===== config.mk =====
export PLATFORM = sky130hd
export DESIGN_NAME = lsfa_ram
export DESIGN_NICKNAME = d
export VERILOG_FILES = /design/src/hdl/lsfa_ram.sv
export SDC_FILE = /design/constraint.sdc
export NUM_CORES = 1
export LEC_CHECK = 0
export BUFFER_PORTS_ARGS = -buffer_cell sky130_fd_sc_hd__clkbuf_2
export CAP_MARGIN = 20
export CORE_UTILIZATION = 60
export CTS_BUF_LIST = sky130_fd_sc_hd__clkbuf_8 sky130_fd_sc_hd__clkbuf_16
export DETAILED_ROUTE_END_ITERATION = 7
export PLACE_DENSITY = 0.81
export SLEW_MARGIN = 20
export SYNTH_ARGS = -nofsm -noshare
export SYNTH_HDL_FRONTEND = slang
export SYNTH_SLANG_ARGS = --single-unit
export TNS_END_PERCENT = 10

===== constraint.sdc =====
create_clock -name clk_i -period 2.56 [get_ports clk_i]
set_input_delay 0.512 -clock clk_i [delete_from_list [all_inputs] [get_ports clk_i]]
set_output_delay 0.512 -clock clk_i [all_outputs]
set_load 0.1 [all_outputs]

===== src/hdl/lsfa_ram.sv =====
// Generic single-write, single-read RAM with registered read data.
// No dependencies.
`timescale 1ns / 1ps
`default_nettype none
module lsfa_ram #(
  parameter int WIDTH = 8,
  parameter int DEPTH = 16
) (
  input  wire logic                     clk_i,
  input  wire logic                     we_i,
  input  wire logic [$clog2(DEPTH)-1:0] waddr_i,
  input  wire logic [WIDTH-1:0]         wdata_i,
  input  wire logic                     re_i,
  input  wire logic [$clog2(DEPTH)-1:0] raddr_i,
  output logic [WIDTH-1:0]              rdata_o
);

  logic [WIDTH-1:0] mem_q [DEPTH];

  always_ff @(posedge clk_i) begin
    if (we_i) begin
      mem_q[waddr_i] <= wdata_i;
    end
    if (re_i) begin
      rdata_o <= mem_q[raddr_i];
    end
  end

endmodule
`default_nettype wire


==> results of run 1 <==
[logic make-up after synthesis]
logic type / after synthesis / share of synthesized area [%]
compound gates: 16 / 2.298
simple gates: 35 / 3.136
mux: 32 / 14.79
buf+inv: 10 / 1.651
flops: 136 / 78.12
[final cells by class]
| class | count | share of cell area, % |
|---|---|---|
| Sequential cell | 136 | 66.67 |
| Tap cell | 105 | 2.145 |
| Multi-Input combinational cell | 83 | 17.26 |
| Timing Repair Buffer | 45 | 4.657 |
| Clock buffer | 17 | 6.761 |
| Clock inverter | 15 | 2.512 |
[power by group]
part	total (mW)	switching (mW)	internal [mW]
sequential	2.52	0.0145	2.51
combinational	0.301	0.205	0.0958
clock	2.29	0.902	1.38
[cell usage after synthesis]
library cell       n  area (um2)
edfxtp_1         136        4084
mux4_2            18       405.4
a22oi_1           16       120.1
mux4_1            14       367.9
nor2_1            13       48.80
nand2_1            9       33.78
nor3_1             4       20.02
buf_2              3       15.01
buf_6              3       33.78
clkdlybuf4s25_2    3       30.03
nand2b_1           2       12.51
nand3b_1           2       15.01
and2_1             1       6.260
and2b_1            1       7.510
buf_4              1       7.510
nand3_1            1       5.000
nor2b_1            1       6.260
or3b_2             1       8.760
[worst max path at each step]
stage / slack (ns) / cells past startpoint / endpoint
floorplan: 0.56 / 2 / mem_q[0][0]
global placement: 0.47 / 5 / rdata_o[1]
detailed placement: 0.41 / 5 / rdata_o[5]
CTS: 0.63 / 1 / rdata_o[7]
global route: 0.62 / 1 / rdata_o[7]
finish: 0.66 / 1 / rdata_o[7]
[state kept, by name, indices dropped and copies added, names as in the netlist]
register,flops
rdata_o,8
mem_q,128
[cells in the final DEF (no fill, tap or decap), types with 3 or more instances in the layout]
cell / instances
mux4_2: 18
clkinvlp_4: 5
buf_4: 18
nor2_1: 13
clkbuf_16: 16
nor3_1: 4
mux4_1: 14
clkbuf_2: 26
edfxtp_1: 136
a22oi_1: 16
nand2_1: 9
inv_6: 3
[per-layer routing]
| layer | up-vias | wire [um] | track usage [%] |
|---|---|---|---|
| li1 | 1091 | - | - |
| met1 | 1312 | 3722 | 31.75 |
| met2 | 142 | 4821 | 36.49 |
| met3 | 29 | 718 | 7.177 |
| met4 | 0 | 321 | 12.88 |
| met5 | - | 0 | 0 |
==> results.toml, run 1 <==
[worst_setup_path]
critPathRequiredTime_ns = 2.05
path_cells = "clkbuf_2"
cp_num_buf_inv = 1
reg2reg_to = "rdata_o[3]"
crit_path_max_incr_delay_ns = 0.48
start_kind = "flop"
regToRegStartpoint = "mem_q[1][3]"
crit_type = "flop to primary output"
crit_family = "buffers and inverters"
cp-startpoint = "rdata_o[7]"
rrSetupSlack_ns = 0.99
crit_arrival_ns = 1.39
crit_path_end_kind = "primary output"
r2r_cells = 3
slowest_stage = "clkbuf_2"
crit_fanout = 1

[sta]
fin_skew_ns = 0.006696
hold_slack_ns = 0.4059
rsz0062_at_grt = "no"
post-route-period-util_pct = 74.33
setup_slack_ns = 0.6571
slew_headroom_pct = 49.28
drv_slew = 0
hold_viol = 0
max_slew.worst_pin.slew_ns = 0.7580
max_freq_ghz = 0.5255
setup_violations = 0
min_period_ns = 1.903
finalSetupTns_ns = 0

[clocking]
clockBufferDepth = 2
insertion_delay_ns = 0.52
cts_tree = "yes"
postCtsSetupBuffers = 0
path_clk_slew_ns = 0.06
cts_resized = 0
hold_buffers = 0
clock-sinks = 136
h-tree-depth = 4
cts_buffers = 17
root_buffer = "clkbuf_8"

[logic_synthesis]
syn_inst = 229
avgSynthCellArea_um2 = 22.83
synth.distinct_cells = 18
syn_nets = 248
synth_seq_cells = 136
synth_seq_area_share_pct = 78.12
netlist_area_um2 = 5228
yosysWarnings = 0

[grt]
grt_antenna_before_repair = 0
overflow = 0
grt_pass1_vias = 2556
grt_start_max_net_pins = 33
grt_pass1_wl_um = 14360
grt_use_total_pct = 24.05

[route]
drc = 0
num_vias = 2574
first_iter_violations = 230
first_pass_iters = 5
postRouteAntennaNets = 0
wire_per_inst_um = 23.90
viasPerCell = 6.419
totalWireLength_um = 9584

[placement]
dpl-instance-area_um2 = 5558
gp_congestion = 0.7583
dp_hpwl_um = 6171
port_buffers = 26
place_inst = 369
preCtsSetupSlack_ns = 0.4144

[min_path]
whs_path_depth = 1
min-delay-path-class = "primary input to flop"
hold_start = "wdata_i[0]"
worstHoldEndpoint = "mem_q[0][0]"

[final_layout]
fin_area_um2 = 6126
fin_nets = 302
multi_input_area_um2 = 1057
fillers = 458
drive_above_1_share_pct = 31.76
regArea_um2 = 4084
diodes = 0
final_core_util_pct = 73.45
syn2layout_area_growth_pct = 17.19
instances_no_fill = 401

[floorplan]
die_x_um = 95.34
fp-row-count = 33
start_util_pct = 62.68
design.core.area_um2 = 8341
dieArea_um2 = 9090
die_h_um = 95.34
io_pins = 27

[power_and_ir_drop]
irDropWorstVdd_mv = 0.4858
power_mw = 5.112
power_density_nw_per_um2 = 834.5
leakage_nw = 2.089

[run]
max-cap-violations = 0

[status]
status = "complete, no violations"
Power figures use the tool's default switching activity.
==> run 2: changes to the inputs <==
- CORE_UTILIZATION: 60 -> 54
- PLACE_DENSITY: 0.81 -> 0.77
- clock period: 2.56 -> 1.7 ns (I/O delays scaled with it)
==> run 2 against run 1 <==
Against the previous run:
- worst setup slack got worse by 0.59 ns
- clock power up 56%
- design area grew 1.4%
- largest power group unchanged
==> results.toml, run 2 (synthesis results as in run 1) <==
[placement]
port_buffers = 26
dpl-instance-area_um2 = 5633
place_inst = 395
gp_congestion = 0.7156
dp_hpwl_um = 5902

[sta]
max_freq_ghz = 0.6113
setup_violations = 0
fin_skew_ns = 0.01133
drv_slew = 0
max_slew.worst_pin.slew_ns = 0.7639
post-route-period-util_pct = 96.23
min_period_ns = 1.636
rsz0062_at_grt = "no"
slew_headroom_pct = 48.89
hold_viol = 0

[power_and_ir_drop]
power_mw = 7.831
power_density_nw_per_um2 = 1260
irDropWorstVdd_mv = 0.9608
leakage_nw = 2.124

[worst_setup_path]
start_kind = "flop"
slowest_stage = "clkbuf_2"
crit_fanout = 1
cp-startpoint = "rdata_o[5]"
cp_num_buf_inv = 1
crit_type = "flop to primary output"
crit_path_max_incr_delay_ns = 0.46
reg2reg_to = "rdata_o[2]"
crit_arrival_ns = 1.30
r2r_cells = 3
regToRegStartpoint = "mem_q[1][2]"
crit_family = "buffers and inverters"
path_cells = "clkbuf_2"
crit_path_end_kind = "primary output"
critPathRequiredTime_ns = 1.36
rrSetupSlack_ns = 0.24

[final_layout]
final_common_cell = "edfxtp_1"
top_regs = "mem_q x128, rdata_o x8"
drive_above_1_share_pct = 31.08
syn2layout_area_growth_pct = 18.86
most-common-layout-cells = "136 x edfxtp_1, 22 x clkbuf_2, 18 x mux4_2, 18 x buf_4"
largest_reg_flops = 128
instances_no_fill = 425
final_core_util_pct = 66.61
largest-register = "mem_q"
fin_nets = 304
diodes = 0
fin_area_um2 = 6213

[route]
first_iter_violations = 150
num_vias = 2390
viasPerCell = 5.624
drc = 0
wire_per_inst_um = 21.41
first_pass_iters = 4
postRouteAntennaNets = 0
totalWireLength_um = 9098

[clocking]
cts_buffers = 17
cts_tree = "yes"
clockBufferDepth = 2
path_clk_slew_ns = 0.06
cts_resized = 1
insertion_delay_ns = 0.51
hold_buffers = 0
postCtsSetupBuffers = 0
h-tree-depth = 4
clock-sinks = 136
root_buffer = "clkbuf_8"

[floorplan]
design.core.area_um2 = 9328
die_h_um = 100.4
start_util_pct = 56.04
die_x_um = 100.4
dieArea_um2 = 10080
fp-row-count = 35
io_pins = 27

[min_path]
hold_start = "wdata_i[5]"
min-delay-path-class = "primary input to flop"
worstHoldEndpoint = "mem_q[12][5]"
whs_path_depth = 1

[run]
max-cap-violations = 0

[grt]
grt_pass1_vias = 2480
overflow = 0
grt_antenna_before_repair = 0
grt_use_total_pct = 20.50
grt_start_max_net_pins = 24
grt_pass1_wl_um = 14290

[status]
status = "complete, no violations"
[run 2: cell count changes in the layout (fill, tap and decap cells not counted), sizes merged]
cell,change
buf,+5
clkbuf,-3
clkinvlp,-3
inv,-3
bufinv,+2
clkinv,+2
[run 2: area by class of cell]
class                   count  area (um2)
repair buffers             47       327.8
fillers                   576        3114
well taps                 129       161.4
multi-input cells          83        1062
clock inverters            13       163.9
clock buffers              17       414.1
flip-flops and latches    136        4084
[run 2: through the flow]
stage / TNS, ns / hold WS [ns] / worst slack (ns)
2_1_floorplan: 0 / 0.4389 / 0.07759
3_3_place_gp: -0.8471 / 0.7265 / -0.1665
3_5_place_dp: -0.9968 / 0.7396 / -0.2133
4_1_cts: 0 / 0.2239 / 0.0001636
5_1_grt: 0 / 0.2542 / 0.006432
6_report: 0 / 0.2429 / 0.06405
[run 2: layer usage]
layer  vias to the layer above  part of all wire, %  global-route usage (%)
li1                       1089                    -                       -
met4                         0                 0.88                   7.692
met5                         -                    0                       0
met1                      1222                   43                   28.24
met2                        71                   50                   31.93
met3                         8                  5.9                   5.501
[run 2: worst max path at each step]
stage,end,cells after the start
global route,rdata_o[0],1
CTS,rdata_o[1],1
finish,rdata_o[5],1
floorplan,rdata_o[1],5
global placement,rdata_o[2],5
detailed placement,rdata_o[2],5
[run 2: report_power, final]
| part | total [mW] | internal, mW | leakage [nW] | switching (mW) |
|---|---|---|---|---|
| Sequential | 3.80 | 3.78 | 1.24 | 0.0203 |
| Combinational | 0.457 | 0.154 | 0.603 | 0.303 |
| Clock | 3.57 | 2.33 | 0.284 | 1.25 |
| Total | 7.83 | 6.26 | 2.12 | 1.57 |
